`src/h264fua_pkg.sv`:
```
// shared types and constants of the h.264 rtp fu-a packetizer
package h264fua_pkg;

   // field widths fixed by the packet format
   localparam int BYTE_W        = 8;
   localparam int SEQ_W         = 16;
   localparam int MAX_PAYLOAD_W = 11;

   // defaults for the top level parameters
   localparam int LENGTH_BITS_DEFAULT = 20;
   localparam int QUEUE_DEPTH_DEFAULT = 4;

   // reset value of the max payload register
   localparam logic [MAX_PAYLOAD_W-1:0] MAX_PAYLOAD_RESET = 11'd1400;

   // nal header and fu-a header codes
   localparam logic [BYTE_W-1:0] NRI_MASK  = 8'h60;
   localparam logic [BYTE_W-1:0] TYPE_MASK = 8'h1F;
   localparam logic [BYTE_W-1:0] FU_A_TYPE = 8'd28;
   localparam logic [BYTE_W-1:0] FU_START  = 8'h80;
   localparam logic [BYTE_W-1:0] FU_END    = 8'h40;

   // one classified nal byte, handed from front to back
   typedef struct packed {
      logic [BYTE_W-1:0] data;
      logic [BYTE_W-1:0] fu_ind;
      logic [BYTE_W-1:0] fu_hdr;
      logic [SEQ_W-1:0]  seq;
      logic              with_hdr;
      logic              first;
      logic              last;
   } entry_type;

   // output beat phases
   typedef enum logic [2:0] {
      BEAT_IND  = 3'b001,
      BEAT_HDR  = 3'b010,
      BEAT_DATA = 3'b100
   } beat_type;

endpackage

```
`src/h264fua_front.sv`:
```
// front end: accepts nal bytes, tracks packet state and classifies each byte
module h264fua_front #(
   parameter int LENGTH_BITS = h264fua_pkg::LENGTH_BITS_DEFAULT
) (
   input  logic                                   clock,
   input  logic                                   reset,
   input  logic                                   csr_we,
   input  logic [h264fua_pkg::MAX_PAYLOAD_W-1:0]  csr_wdata,
   input  logic                                   in_accept,
   input  logic [h264fua_pkg::BYTE_W-1:0]         in_data,
   input  logic [LENGTH_BITS-1:0]                 in_length,
   input  logic                                   in_head,
   output logic                                   push,
   output h264fua_pkg::entry_type                 push_entry
);
   import h264fua_pkg::*;

   logic [MAX_PAYLOAD_W-1:0] max_payload_ff, max_payload_in;
   logic [SEQ_W-1:0]         seq_ff, seq_in;
   logic [LENGTH_BITS-1:0]   seen_ff, seen_in;
   logic [BYTE_W-1:0]        held_ff, held_in;
   logic                     frag_ff, frag_in;
   logic [MAX_PAYLOAD_W-1:0] fill_ff, fill_in;

   logic [MAX_PAYLOAD_W-1:0] m;
   logic [LENGTH_BITS-1:0]   m_ext;
   logic [LENGTH_BITS-1:0]   len_adj;
   logic [LENGTH_BITS-1:0]   remain;
   logic [SEQ_W-1:0]         seq_cur;
   logic                     near_end;
   logic                     fill_full;
   logic                     no_nal;
   logic                     last;
   logic [BYTE_W-1:0]        fuh;

   // effective max payload, zero acts as one
   assign m     = (max_payload_ff == '0) ? MAX_PAYLOAD_W'(1) : max_payload_ff;
   assign m_ext = LENGTH_BITS'(m);

   // comparisons shared by the classification
   assign len_adj   = (in_length == '0) ? LENGTH_BITS'(1) : in_length;
   assign remain    = in_length - seen_ff;
   assign near_end  = ({1'b0, seen_ff} + (LENGTH_BITS+1)'(1)) >= {1'b0, in_length};
   assign fill_full = ({1'b0, fill_ff} + (MAX_PAYLOAD_W+1)'(1)) >= {1'b0, m};
   assign no_nal    = (seen_ff == '0) || (seen_ff >= in_length);
   assign seq_cur   = (fill_ff != '0) ? seq_ff + SEQ_W'(1) : seq_ff;

   // classification and next state
   always_comb begin
      max_payload_in = csr_we ? csr_wdata : max_payload_ff;
      seq_in  = seq_ff;
      seen_in = seen_ff;
      held_in = held_ff;
      frag_in = frag_ff;
      fill_in = fill_ff;
      push    = 1'b0;
      last    = 1'b0;
      fuh     = held_ff & TYPE_MASK;
      if (seen_ff == LENGTH_BITS'(1)) begin
         fuh = fuh | FU_START;
      end else if (remain <= m_ext) begin
         fuh = fuh | FU_END;
      end
      push_entry.data     = in_data;
      push_entry.fu_ind   = (held_ff & NRI_MASK) | FU_A_TYPE;
      push_entry.fu_hdr   = fuh;
      push_entry.seq      = seq_ff;
      push_entry.with_hdr = 1'b0;
      push_entry.first    = 1'b0;
      push_entry.last     = 1'b0;
      if (in_accept) begin
         if (in_head) begin
            seen_in = LENGTH_BITS'(1);
            fill_in = '0;
            seq_in  = seq_cur;
            if (len_adj <= m_ext) begin
               // nal fits one packet
               last             = (len_adj <= LENGTH_BITS'(1));
               frag_in          = 1'b0;
               push             = 1'b1;
               push_entry.seq   = seq_cur;
               push_entry.first = 1'b1;
               push_entry.last  = last;
               if (last) begin
                  seq_in = seq_cur + SEQ_W'(1);
               end else begin
                  fill_in = MAX_PAYLOAD_W'(1);
               end
            end else begin
               // header held back for the fu-a fragments
               frag_in = 1'b1;
               held_in = in_data;
            end
         end else if (!no_nal) begin
            push = 1'b1;
            if (!frag_ff) begin
               last             = near_end;
               push_entry.first = (fill_ff == '0);
            end else begin
               last                = fill_full || near_end;
               push_entry.with_hdr = (fill_ff == '0);
            end
            push_entry.last = last;
            if (last) begin
               seq_in  = seq_ff + SEQ_W'(1);
               fill_in = '0;
            end else begin
               fill_in = fill_ff + MAX_PAYLOAD_W'(1);
            end
            seen_in = seen_ff + LENGTH_BITS'(1);
         end
      end
   end

   // state registers
   always_ff @(posedge clock) begin
      if (reset) begin
         max_payload_ff <= MAX_PAYLOAD_RESET;
         seq_ff         <= '0;
         seen_ff        <= '0;
         held_ff        <= '0;
         frag_ff        <= 1'b0;
         fill_ff        <= '0;
      end else begin
         max_payload_ff <= max_payload_in;
         seq_ff         <= seq_in;
         seen_ff        <= seen_in;
         held_ff        <= held_in;
         frag_ff        <= frag_in;
         fill_ff        <= fill_in;
      end
   end

endmodule

```
`src/h264fua_queue.sv`:
```
// short queue of classified bytes between front and back
module h264fua_queue #(
   parameter int DEPTH = h264fua_pkg::QUEUE_DEPTH_DEFAULT
) (
   input  logic                    clock,
   input  logic                    reset,
   input  logic                    push,
   input  h264fua_pkg::entry_type  push_entry,
   input  logic                    pop,
   output logic                    full,
   output logic                    empty,
   output h264fua_pkg::entry_type  head_entry
);
   import h264fua_pkg::*;

   localparam int PTR_W = $clog2(DEPTH);
   localparam int CNT_W = $clog2(DEPTH + 1);

   entry_type        slot_ff [DEPTH];
   logic [PTR_W-1:0] wr_ff, wr_in;
   logic [PTR_W-1:0] rd_ff, rd_in;
   logic [CNT_W-1:0] count_ff, count_in;
   logic             do_push;
   logic             do_pop;

   assign full       = (count_ff == CNT_W'(DEPTH));
   assign empty      = (count_ff == '0);
   assign head_entry = slot_ff[rd_ff];
   assign do_push    = push && !full;
   assign do_pop     = pop && !empty;

   // pointer and fill count update
   always_comb begin
      wr_in    = wr_ff;
      rd_in    = rd_ff;
      count_in = count_ff;
      if (do_push) begin
         wr_in = (wr_ff == PTR_W'(DEPTH - 1)) ? '0 : wr_ff + PTR_W'(1);
      end
      if (do_pop) begin
         rd_in = (rd_ff == PTR_W'(DEPTH - 1)) ? '0 : rd_ff + PTR_W'(1);
      end
      if (do_push && !do_pop) begin
         count_in = count_ff + CNT_W'(1);
      end else if (do_pop && !do_push) begin
         count_in = count_ff - CNT_W'(1);
      end
   end

   // control registers
   always_ff @(posedge clock) begin
      if (reset) begin
         wr_ff    <= '0;
         rd_ff    <= '0;
         count_ff <= '0;
      end else begin
         wr_ff    <= wr_in;
         rd_ff    <= rd_in;
         count_ff <= count_in;
      end
   end

   // entry storage
   always_ff @(posedge clock) begin
      if (do_push) begin
         slot_ff[wr_ff] <= push_entry;
      end
   end

endmodule

```
`src/h264fua_back.sv`:
```
// back end: expands each queued byte into one or three output beats
module h264fua_back (
   input  logic                                 clock,
   input  logic                                 reset,
   input  logic                                 empty,
   input  h264fua_pkg::entry_type               head_entry,
   output logic                                 pop,
   output logic                                 out_valid,
   input  logic                                 out_ready,
   output logic [h264fua_pkg::BYTE_W-1:0]       out_data,
   output logic [h264fua_pkg::SEQ_W-1:0]        out_seq,
   output logic                                 out_first,
   output logic                                 out_last_pkt,
   output logic                                 out_last_run
);
   import h264fua_pkg::*;

   beat_type beat_ff, beat_in;
   beat_type phase;
   logic     fire;

   // entries without fu-a headers go straight to the data beat
   assign phase     = head_entry.with_hdr ? beat_ff : BEAT_DATA;
   assign out_valid = !empty;
   assign fire      = out_valid && out_ready;
   assign out_seq   = head_entry.seq;

   // beat payload
   always_comb begin
      out_data     = head_entry.data;
      out_first    = 1'b0;
      out_last_pkt = 1'b0;
      out_last_run = 1'b0;
      pop          = 1'b0;
      beat_in      = beat_ff;
      unique case (phase)
         BEAT_IND: begin
            out_data  = head_entry.fu_ind;
            out_first = 1'b1;
            if (fire) begin
               beat_in = BEAT_HDR;
            end
         end
         BEAT_HDR: begin
            out_data = head_entry.fu_hdr;
            if (fire) begin
               beat_in = BEAT_DATA;
            end
         end
         BEAT_DATA: begin
            out_data     = head_entry.data;
            out_first    = head_entry.first;
            out_last_pkt = head_entry.last;
            out_last_run = 1'b1;
            if (fire) begin
               beat_in = BEAT_IND;
               pop     = 1'b1;
            end
         end
         default: begin
            beat_in = BEAT_IND;
         end
      endcase
   end

   // beat phase register
   always_ff @(posedge clock) begin
      if (reset) begin
         beat_ff <= BEAT_IND;
      end else begin
         beat_ff <= beat_in;
      end
   end

endmodule

```
`src/h264_rtp_fua_packetizer.sv`:
```
// top level of the h.264 rtp fu-a packetizer
//
// channel   direction  fields
// req_      in         tdata: data_in, nal_length; tuser: first_of_nal
// rsp_      out        tdata: data_out, packet_seq; tuser: first/last_in_packet; tlast
// csr_      in         wdata: max_payload (written when csr_we is high)
//
// the front takes one nal byte per cycle; each byte gives zero, one or three
// output beats, three on the first byte of every fu-a fragment (the back emits
// one beat per cycle while rsp_tready is high).
// a queue of QUEUE_DEPTH entries lets the front keep accepting while the back
// stalls; req_tready falls only when the queue is full.
// synchronous reset clears all state and the queue and loads max_payload 1400.
module h264_rtp_fua_packetizer #(
   parameter int LENGTH_BITS = h264fua_pkg::LENGTH_BITS_DEFAULT,
   parameter int QUEUE_DEPTH = h264fua_pkg::QUEUE_DEPTH_DEFAULT
) (
   input  logic                                   clock,
   input  logic                                   reset,
   // config
   input  logic                                   csr_we,
   input  logic [h264fua_pkg::MAX_PAYLOAD_W-1:0]  csr_wdata,
   // input stream
   input  logic                                   req_tvalid,
   output logic                                   req_tready,
   // data_in [7:0], nal_length [LENGTH_BITS+7:8], zero padding above
   input  logic [((LENGTH_BITS+15)/8)*8-1:0]      req_tdata,
   // first_of_nal [0]
   input  logic                                   req_tuser,
   // output stream
   output logic                                   rsp_tvalid,
   input  logic                                   rsp_tready,
   // data_out [7:0], packet_seq [23:8]
   output logic [23:0]                            rsp_tdata,
   // first_in_packet [0], last_in_packet [1]
   output logic [1:0]                             rsp_tuser,
   // last_of_run
   output logic                                   rsp_tlast
);
   import h264fua_pkg::*;

   entry_type          push_entry;
   entry_type          head_entry;
   logic               push;
   logic               pop;
   logic               full;
   logic               empty;
   logic               in_accept;
   logic [BYTE_W-1:0]  out_data;
   logic [SEQ_W-1:0]   out_seq;
   logic               out_first;
   logic               out_last_pkt;

   assign req_tready = !full;
   assign in_accept  = req_tvalid && req_tready;

   // classification front
   h264fua_front #(
      .LENGTH_BITS (LENGTH_BITS)
   ) u_front (
      .clock      (clock),
      .reset      (reset),
      .csr_we     (csr_we),
      .csr_wdata  (csr_wdata),
      .in_accept  (in_accept),
      .in_data    (req_tdata[BYTE_W-1:0]),
      .in_length  (req_tdata[BYTE_W+LENGTH_BITS-1:BYTE_W]),
      .in_head    (req_tuser),
      .push       (push),
      .push_entry (push_entry)
   );

   // decoupling queue
   h264fua_queue #(
      .DEPTH (QUEUE_DEPTH)
   ) u_queue (
      .clock      (clock),
      .reset      (reset),
      .push       (push),
      .push_entry (push_entry),
      .pop        (pop),
      .full       (full),
      .empty      (empty),
      .head_entry (head_entry)
   );

   // beat generation back
   h264fua_back u_back (
      .clock        (clock),
      .reset        (reset),
      .empty        (empty),
      .head_entry   (head_entry),
      .pop          (pop),
      .out_valid    (rsp_tvalid),
      .out_ready    (rsp_tready),
      .out_data     (out_data),
      .out_seq      (out_seq),
      .out_first    (out_first),
      .out_last_pkt (out_last_pkt),
      .out_last_run (rsp_tlast)
   );

   // output packing
   assign rsp_tdata = {out_seq, out_data};
   assign rsp_tuser = {out_last_pkt, out_first};

endmodule

```
`config.mk`:
```
export PLATFORM = sky130hd
export DESIGN_NAME = h264_rtp_fua_packetizer
export DESIGN_NICKNAME = d
export VERILOG_FILES = /design/src/h264fua_pkg.sv /design/src/h264fua_front.sv /design/src/h264fua_queue.sv /design/src/h264fua_back.sv /design/src/h264_rtp_fua_packetizer.sv
export SDC_FILE = /design/constraint.sdc
export NUM_CORES = 1
export LEC_CHECK = 0
export BUFFER_PORTS_ARGS = -buffer_cell sky130_fd_sc_hd__buf_2
export CAP_MARGIN = 20
export CORE_MARGIN = 8
export CORE_UTILIZATION = 30
export DETAILED_ROUTE_END_ITERATION = 10
export GPL_TIMING_DRIVEN = 0
export HOLD_SLACK_MARGIN = 0.08
export SLEW_MARGIN = 10
export SYNTH_ARGS = -nofsm -noshare
export SYNTH_HDL_FRONTEND = slang
export SYNTH_HIERARCHICAL = 1
export SYNTH_SLANG_ARGS = --single-unit
```
`constraint.sdc`:
```
create_clock -name clock -period 6.6 [get_ports clock]
set_input_delay 0.33 -clock clock [delete_from_list [all_inputs] [get_ports clock]]
set_output_delay 0.33 -clock clock [all_outputs]
set_load 0.01 [all_outputs]
```
# Word level (Yosys, flattened, before mapping)
# Memories as Yosys holds them, arrays and structs flattened. A register that Yosys moved wholly into a read port is not among the register bits.
# Index checks and enable logic that the tools add are counted.
[word_totals] ff_bits=76 mem_bits_rw=148 input_bits=49 n_memories=1
[classes] n_addsub=11 n_lt_le_gt_ge=6 eq_ne=11 mux=54 n_bitwise=1 reduce_logical=25
[memory_table] name="u_queue.slot_ff" depth=4 width=37 read_ports=1 rd_ports_with_merged_regs=1 wr=1 line="h264fua_queue.sv:19" text="entry_type slot_ff [DEPTH];"
[op_table] cell="$mux 16" count=8
[op_table] cell="$mux 20" count=3
[op_table] cell="$mux 11" count=5
[op_table] cell="$le 20x11->1" count=2
[op_table] cell="$logic_not 20->1" count=2
[op_table] cell="$add 16x1->16 const B" count=2
[op_table] cell="$logic_not 11->1" count=2
[op_table] cell="$add 20x1->21 const B" count=1
[op_table] cell="$ge 21x20->1" count=1
[op_table] cell="$mux 3" count=7
[op_table] cell="$add 20x1->20 const B" count=1
[op_table] cell="$eq 20x1->1 const B" count=1
[op_table] cell="$ge 20x20->1" count=1
[op_table] cell="$le 20x1->1 const B" count=1
[op_table] cell="$sub 20x20->20" count=1
[op_table] cell="$mux 1" count=19
[op_table] cell="$mux 19" count=1
[op_table] cell="$pmux 8 s2" count=1
[op_table] cell="$add 11x1->12 const B" count=1
[op_table] cell="$ge 12x11->1" count=1
[op_table] cell="$mux 2" count=6
[op_table] cell="$add 11x1->11 const B" count=1
[op_table] cell="$reduce_bool 11->1" count=1
[op_table] cell="$pmux 3 s3" count=1
[op_table] cell="20 further kinds" count=38

# Logic depth before layout (Yosys ltp)
# Gate-level depths: netlist of the first run.
[depth] depth_word=11 ltp_mapped=20

# Modules after synthesis
# Netlist of the first run, hierarchy kept.
[by_module_without_submodules] module="h264fua_front" instances=1 cells_per_inst=904 area_each_um2=6726.5
[by_module_without_submodules] module="h264fua_queue" instances=1 cells_per_inst=275 area_each_um2=6688.9
[by_module_without_submodules] module="h264fua_back" instances=1 cells_per_inst=71 area_each_um2=548.0
[by_module_without_submodules] module="h264_rtp_fua_packetizer" instances=1 cells_per_inst=4 area_each_um2=25.0

# Worst setup path before layout of the first run
# Ideal clock, no wire load.
[synth_timing] path_type="register to register" startpoint="register u_front.seen_ff[2]" endpoint="memory u_queue/slot_ff[0][25] (netlist bit), data pin" setup_time_ns=0.239 t_arrival_ns=4.084 t_required_ns=6.361 setup_slack_ns=2.277 path_stages_with_launch=19 cell_sequence="dfxtp_1 -> clkbuf_1 -> inv_1 -> ha_1 -> o21a_1 -> o31a_1 -> o31a_1 -> o41a_1 -> a21oi_1 -> xnor2_1 -> ha_1 -> a21o_1 -> a21oi_1 -> a41oi_1 -> nor2_1 -> nand4_1 -> or4_1 -> or4_1 -> nor4_1"
[synth_lines] element="start: declaration" line="h264fua_front.sv:20" text="logic [LENGTH_BITS-1:0] seen_ff, seen_in;"
[synth_lines] element="start signal: assignment" line="h264fua_front.sv:127" text="seen_ff <= seen_in;"
[synth_lines] element="end: declaration" line="h264fua_queue.sv:19"

==> metrics.csv, run 1 <==
metric,value,unit
status,"finished, final reports clean",
Syn Inst Count,1254,
port bufs,71,
Int Power,0.002647,W
vias in the first global route,10000,
Die Height,231.9,um
Post-synth ARST share,0,
largest net degree at the start of global routing,30,
buffer count from post-CTS setup fixing,0,
FF-to-FF Start,u_front/seen_ff[0]$_SDFFE_PP0P_,
Post-route DRC,0,
crit share post-route,0.8276,
layout cells sized above 1,0.1739,
clock root buffer,clkbuf_16,
Vias,10040,
Post-synth top cells,"edfxtp_1 (172), nor2_1 (105), ha_1 (86), inv_1 (82)",
Post-Route WL,33.81,mm
TritonCTS clock tree,yes,
gr usage total,0.1244,
largest driver fanout on the critical path,10,
worst hold path class,input port to flop,
"EDFF count, synth",172,
Worst setup EP type,flop,
Slew Limit Fails,0,
CP startpoint kind,flop,
Switch Pwr,0.0007985,W
Setup Crit Path Kind,flop to flop,
Worst path slowest cell,nor3_1,
initial antenna violation count,0,
clk_lat worst skew,0.55,ns
met1 GRT Util,0.1681,
deepest clock path buffer count,3,
WP data required,6.89,ns
Flop pwr share,0.493,
row count,79,
sequential share of the synthesized area,0.4809,
post-route setup slack,1.138,ns
Top Usage Layer GRT,met2,
Yosys warning count,6,
max incr delay on CP,0.65,ns
Place WS,1.038,ns
WL/cell,16.82,um
syn avg cell area,11.16,sq um
Area contributors post-synth,"edfxtp_1 (37%), dfxtp_1 (11%), ha_1 (7.7%), mux4_2 (6.9%), xnor2_1 (3.0%)",
Final setup viols,0,
Chip Width,231.9,um
nets,1520,
library cells used by synthesis,88,
Switching Share,0.2318,
CTS H-tree lvls,1,
post-synthesis instance area,0.01399,sq mm
top-count cell post-synth,edfxtp_1,
die area,0.05379,sq mm
# Max-Cap Violations,0,
M2 GR Usage,0.2058,
Core ar.,0.04626,sq mm
Worst slew margin,0.2697,
CTS hold repair buffers,19,
Starting Density,0.3024,
fin crit period,5.462,ns
worst hold path depth,3,
RR Endpoint,u_queue/slot_ff[0][0]$_DFFE_PP_,
final core occ,0.3508,
Clock transition at path regs,0.06,ns
Congestion Overflow GR,0,
combinational share of power,0.095,
fmax,183.1,MHz
ANT cells,0,
Pre-antenna DRT Iters,7,
Area Growth Syn to Fin,16.02,%
IO Count,78,
peak supply drop,0.1625,mV
Via density,4.995,
Clock Sink Count,250,
P per Cell Area,212.3,mW/mm^2
clock skew,0.01872,ns
measured slew at the worst slew-check pin,1.085,ns
Worst Min Path Start,req_tdata[1],
Clock power frac,0.412,
R2R depth,18,
first-pass GRT wire length,54.38,mm
RSZ-0062 raised after global routing,false,
worst-path cell chain,"inv_1, nor3_1, nand3_1, nor3_1, and3_1, clkbuf_1, nand4_1, xnor2_1, ha_1, inv_1, o211ai_1, a21oi_1, o21ai_0, a21oi_1, a2bb2oi_1, clkbuf_1, buf_2, a21boi_0",
1st-iter DRT viols,695,
TNS Setup,0,ns
Final ANT Viol Nets,0,
P_leak,5.886,nW
CTS resizes,0,
final hold violations,0,
DPL Wire Length,24.95,mm
R2R Setup Slk,1.14,ns
post-synth top area share,0.3692,
Crit path arrival time,5.75,ns
Final Wtd Congestion,0.8633,
Synth area leader,edfxtp_1,
grt met3 use,0.01869,
Post-synth top flop,edfxtp_1,
"flops & latches, synth",250,
CTS buffer count,26,
Min-Delay Endpoint,u_front/held_ff[1]$_SDFFE_PP0P_,
Total Power,0.003445,W
## stage by stage
step,cell area [sq um],cells,hold WS [ns]
after floorplan,14010,1259,0.3991
after global placement,15120,1937,0.4785
after detailed placement,15210,1942,0.4854
after CTS,16220,2009,0.09236
after global routing,16230,2010,0.1187
final,16230,2010,0.1069
## cell usage in the layout, fill, tap and decap left out, drive strengths merged, types with 8 or more instances in the layout
| cell | count |
|---|---|
| edfxtp | 172 |
| buf | 128 |
| nor2 | 106 |
| clkbuf | 88 |
| ha | 86 |
| inv | 83 |
| nand2 | 79 |
| dfxtp | 78 |
| a21oi | 51 |
| xnor2 | 48 |
| mux4 | 43 |
| nor3 | 39 |
| o21ai | 35 |
| xor2 | 33 |
| nand3 | 29 |
| nand4 | 26 |
| a21o | 20 |
| dlygate4sd3 | 19 |
| mux2i | 18 |
| nor4 | 18 |
| a22oi | 17 |
| o211ai | 14 |
| a211oi | 14 |
| nor2b | 12 |
| and3 | 11 |
| o31ai | 8 |
## power groups by stage
stage | clock (W) | sequential (W) | combinational [W]
2_1_floorplan | 0 | 0.00173 | 0.000215
3_3_place_gp | 0 | 0.00173 | 0.000309
3_5_place_dp | 0 | 0.00173 | 0.000315
4_1_cts | 0.00146 | 0.00170 | 0.000326
5_1_grt | 0.00153 | 0.00170 | 0.000364
6_report | 0.00142 | 0.00170 | 0.000326
## critical path, delay by kind of cell, from the launching register on
family,cells,cell delay (ns)
AND/OR/NAND/NOR,5,1.64
flip-flops,1,0.52
XOR/XNOR,1,0.20
buffers and inverters,5,1.21
AO/OA/AOI/OAI,6,1.32
adder cells (fa/ha/maj),1,0.32
## state kept, by name, summed over array words and instances, names as in the netlist, 3 cells and up, named ones only
name and flops:
u_front/max_payload_ff 11, u_queue/slot_ff 172, u_front/seq_ff 16, u_queue/count_ff 3
u_front/fill_ff 11, u_front/seen_ff 20, u_front/held_ff 7, u_back/beat_ff 3
## worst max-delay path by stage
| stage | cells past startpoint | to | slack [ns] | startpoint |
|---|---|---|---|---|
| floorplan | 18 | u_queue/slot_ff[0][25]$_DFFE_PP_ | 2.28 | u_front/seen_ff[2]$_SDFFE_PP0P_ |
| global placement | 18 | u_queue/slot_ff[0][25]$_DFFE_PP_ | 1.18 | u_front/seen_ff[2]$_SDFFE_PP0P_ |
| detailed placement | 18 | u_queue/slot_ff[3][25]$_DFFE_PP_ | 1.04 | u_front/seen_ff[2]$_SDFFE_PP0P_ |
| CTS | 18 | u_queue/slot_ff[2][25]$_DFFE_PP_ | 1.03 | u_front/seen_ff[2]$_SDFFE_PP0P_ |
| global route | 18 | u_queue/slot_ff[0][0]$_DFFE_PP_ | 0.75 | u_front/seen_ff[0]$_SDFFE_PP0P_ |
| finish | 18 | u_queue/slot_ff[0][0]$_DFFE_PP_ | 1.14 | u_front/seen_ff[0]$_SDFFE_PP0P_ |
## layout make-up
class	instances	area (sq um)
clock inverters	9	111.4
flip-flops and latches	250	6726
multi-input cells	825	6401
inverters	84	320.3
plain buffers	100	559.3
well taps	607	759.5
fillers	4606	30030
clock buffers	39	713.2
repair buffers	96	638.1
## kinds of logic (layout without fill, tap and decap cells)
kind of cell               after synthesis  count (layout)  synth area share
AOI/OAI and AO/OA                      208             208            0.1023
adders and majority gates               88              88           0.07979
buffers and inverters                  184             328           0.06288
muxes                                   65              65           0.08533
and+or+nand+nor                        376             376            0.1376
DFF                                    250             250            0.4809
xor gates and xnor gates                81              81           0.05072
other                                    2               7         0.0005369
## per-layer routing
metal  wire length, um  share of wire
met1             15710           0.46
met2             15660           0.46
met3              1627          0.048
met4               818          0.024
met5                 0              0
No activity file was read; power rests on OpenSTA's default activity.
==> run 2, diff against run 1 <==
--- a/config.mk
+++ b/config.mk
@@ -5,6 +5,7 @@
 export SDC_FILE = /design/constraint.sdc
 export NUM_CORES = 1
 export LEC_CHECK = 0
+export ABC_AREA = 1
 export BUFFER_PORTS_ARGS = -buffer_cell sky130_fd_sc_hd__buf_2
 export CAP_MARGIN = 20
 export CORE_MARGIN = 8
==> constraint.sdc (replaced) <==
create_clock -name clock -period 5.7 [get_ports clock]
set_input_delay 0.285 -clock clock [delete_from_list [all_inputs] [get_ports clock]]
set_output_delay 0.285 -clock clock [all_outputs]
set_load 0.01 [all_outputs]
==> run 2 against run 1 <==
Worst hold slack better by 0.030 ns; flip-flop and latch count unchanged; critical path depth stayed put; fmax increased by 26%; non-clock buffer count fell by 3; via count is 24% higher; combinational power is 82% higher; design area rose by 6.7%; clock power is 18% higher; critical endpoint is now u_queue/slot_ff[2][22]$_DFFE_PP_; highest routed layer unchanged.
==> metrics.csv, run 2 <==
metric,value,unit
Synth area leader,edfxtp_1,
max reg flops,172,
post-synthesis instance area,0.01489,sq mm
Post-synth top cells,"nand2_1 (364), nor2_1 (210), inv_1 (177), edfxtp_1 (172), o21ai_0 (135)",
WP data required,5.96,ns
Core ar.,0.04895,sq mm
Post-route DRC,0,
fin crit period,4.322,ns
"flops & latches, synth",250,
vias in the first global route,12140,
die area,0.05700,sq mm
Clock transition at path regs,0.06,ns
Area contributors post-synth,"edfxtp_1 (35%), dfxtp_1 (10%), nand2_1 (9.2%), ha_1 (7.2%), nor2_1 (5.3%)",
TNS Setup,0,ns
sequential share of the synthesized area,0.4519,
CTS buffer count,27,
Worst slew margin,0.3991,
register area,0.006726,sq mm
RSZ-0062 raised after global routing,false,
1st-iter DRT viols,910,
clk_lat worst skew,0.57,ns
peak supply drop,0.2147,mV
row count,81,
# Max-Cap Violations,0,
Clock Sink Count,250,
TritonCTS clock tree,yes,
Worst setup EP type,flop,
gr usage total,0.1441,
Congestion Overflow GR,0,
largest net degree at the start of global routing,26,
ANT cells,0,
CTS resizes,0,
Post-synth ARST share,0,
deepest clock path buffer count,3,
Post-synth top flop,edfxtp_1,
"commonest cells after routing, fill and taps aside","nand2_1 (364), nor2_1 (206), inv_1 (177)",
post-synth top area share,0.3470,
biggest regs,"u_queue/slot_ff (172), u_front/seen_ff (20), u_front/seq_ff (16)",
P per Cell Area,245.7,mW/mm^2
Slew Limit Fails,0,
# placed instances,2531,
fillcell total,5029,
Biggest register,u_queue/slot_ff,
"EDFF count, synth",172,
final hold violations,0,
final core occ,0.3537,
Post-Route WL,41.89,mm
crit share post-route,0.7582,
worst hold path class,input port to flop,
status,"finished, final reports clean",
CTS H-tree lvls,1,
initial antenna violation count,0,
Crit path arrival time,4.58,ns
DPL Wire Length,30.89,mm
Pre-antenna DRT Iters,5,
Final ANT Viol Nets,0,
syn avg cell area,8.339,sq um
library cells used by synthesis,53,
Total Power,0.004255,W
Via density,4.797,
fmax,231.4,MHz
Final setup viols,0,
nets,2056,
clock skew,0.01192,ns
largest driver fanout on the critical path,24,
Yosys warning count,6,
P_leak,7.141,nW
layout cells sized above 1,0.1412,
WL/cell,16.09,um
Starting Density,0.3041,
CP startpoint kind,flop,
top-count cell post-synth,nand2_1,
Area Growth Syn to Fin,16.32,%
multi-input logic area,0.006862,sq mm
Chip Width,238.8,um
Final Wtd Congestion,0.9036,
Setup Crit Path Kind,flop to flop,
post-route insts no fill,2604,
Vias,12490,
clock root buffer,clkbuf_16,
port bufs,72,
measured slew at the worst slew-check pin,0.8993,ns
first-pass GRT wire length,66.07,mm
Syn Inst Count,1785,
"commonest non-fill, non-tap cell in the layout",nand2_1,
Die Height,238.8,um
IO Count,78,
minimum hold slack,0.1367,ns
## run 2: changes by cell type after synthesis, moves of 22 or more
cell	delta
a21oi_1	+50
inv_1	+95
mux4_2	-43
nand2_1	+286
nand3_1	+70
nor2_1	+105
nor3_1	-22
o21ai_0	+109
o22ai_1	+40
xnor2_1	-39
## run 2: path summary, 6_finish.rpt
check / endpoint / startpoint / slack [ns] / cells after the start
worst max-delay path: u_queue/slot_ff[2][22]$_DFFE_PP_ / u_front/max_payload_ff[9]$_SDFFE_PP0P_ / 1.38 / 18
worst min-delay path: u_front/max_payload_ff[9]$_SDFFE_PP0P_ / csr_we / 0.14 / 3
worst max register to register: u_queue/slot_ff[2][22]$_DFFE_PP_ / u_front/max_payload_ff[9]$_SDFFE_PP0P_ / 1.38 / 18
worst min register to register: u_back/beat_ff[1]$_SDFFE_PP0P_ / u_back/beat_ff[1]$_SDFFE_PP0P_ / 0.50 / 2
## run 2: power by group
group          total [W]  leakage (nW)  switching, W  internal [W]
logic           0.000593          4.52      0.000383      0.000209
registers        0.00199          2.22     0.0000245       0.00196
clock network    0.00167         0.399      0.000754      0.000920
total            0.00425          7.14       0.00116       0.00309
## run 2: critical path: stages, from the launching register on
cell,delay (ns)
dfxtp_1,0.29
inv_1,0.20
nand3_1,0.11
nor3_1,0.17
a31o_2,0.25
ha_1,0.16
o21bai_1,0.07
nand2_1,0.05
nand2_1,0.05
nand3_1,0.06
nand3_1,0.12
nand2_1,0.22
clkinv_1,0.39
nor2_2,0.30
inv_1,0.12
nand2_1,0.15
nand2_1,0.29
nor2_4,0.71
buf_12,0.27
## run 2: cell families (layout without fill, tap and decap cells)
kind of cell	after synthesis	count (layout)	share of synthesized area
other	2	7	0.0005045
adders and majority gates	88	88	0.07498
DFF	250	250	0.4519
xor gates and xnor gates	45	45	0.02774
and+or+nand+nor	786	786	0.2344
buffers and inverters	289	439	0.09044
AOI/OAI and AO/OA	325	325	0.1200
## run 2: routing by layer
| metal | global-route usage | vias up | share of wire |
|---|---|---|---|
| li1 | - | 6231 | - |
| met1 | 0.1906 | 5880 | 0.45 |
| met2 | 0.2405 | 323 | 0.47 |
| met3 | 0.02547 | 57 | 0.056 |
| met4 | 0.03833 | 0 | 0.022 |
| met5 | 0 | - | 0 |
## run 2: through the flow
stage / setup WS (ns) / cell area (sq um)
6_report: 1.378 / 17310
5_1_grt: 1.028 / 17310
4_1_cts: 1.370 / 17310
3_5_place_dp: 1.115 / 16240
3_3_place_gp: -1.242 / 16100
2_1_floorplan: 1.186 / 14900
## run 2: cell type report
class | instances | area share
tap | 664 | 0.04798
clock inverter | 22 | 0.009467
inverter | 196 | 0.04278
sequential | 250 | 0.3885
clock buffer | 28 | 0.03924
multi-input combinational | 1251 | 0.3963
timing repair buffer | 100 | 0.04076
buffer | 93 | 0.03498
## run 2: timing repair
item / in CTS / in global routing
hold endpoints to repair: 54 / 0
setup buffers: 0 / 0
hold buffers: 23 / 0
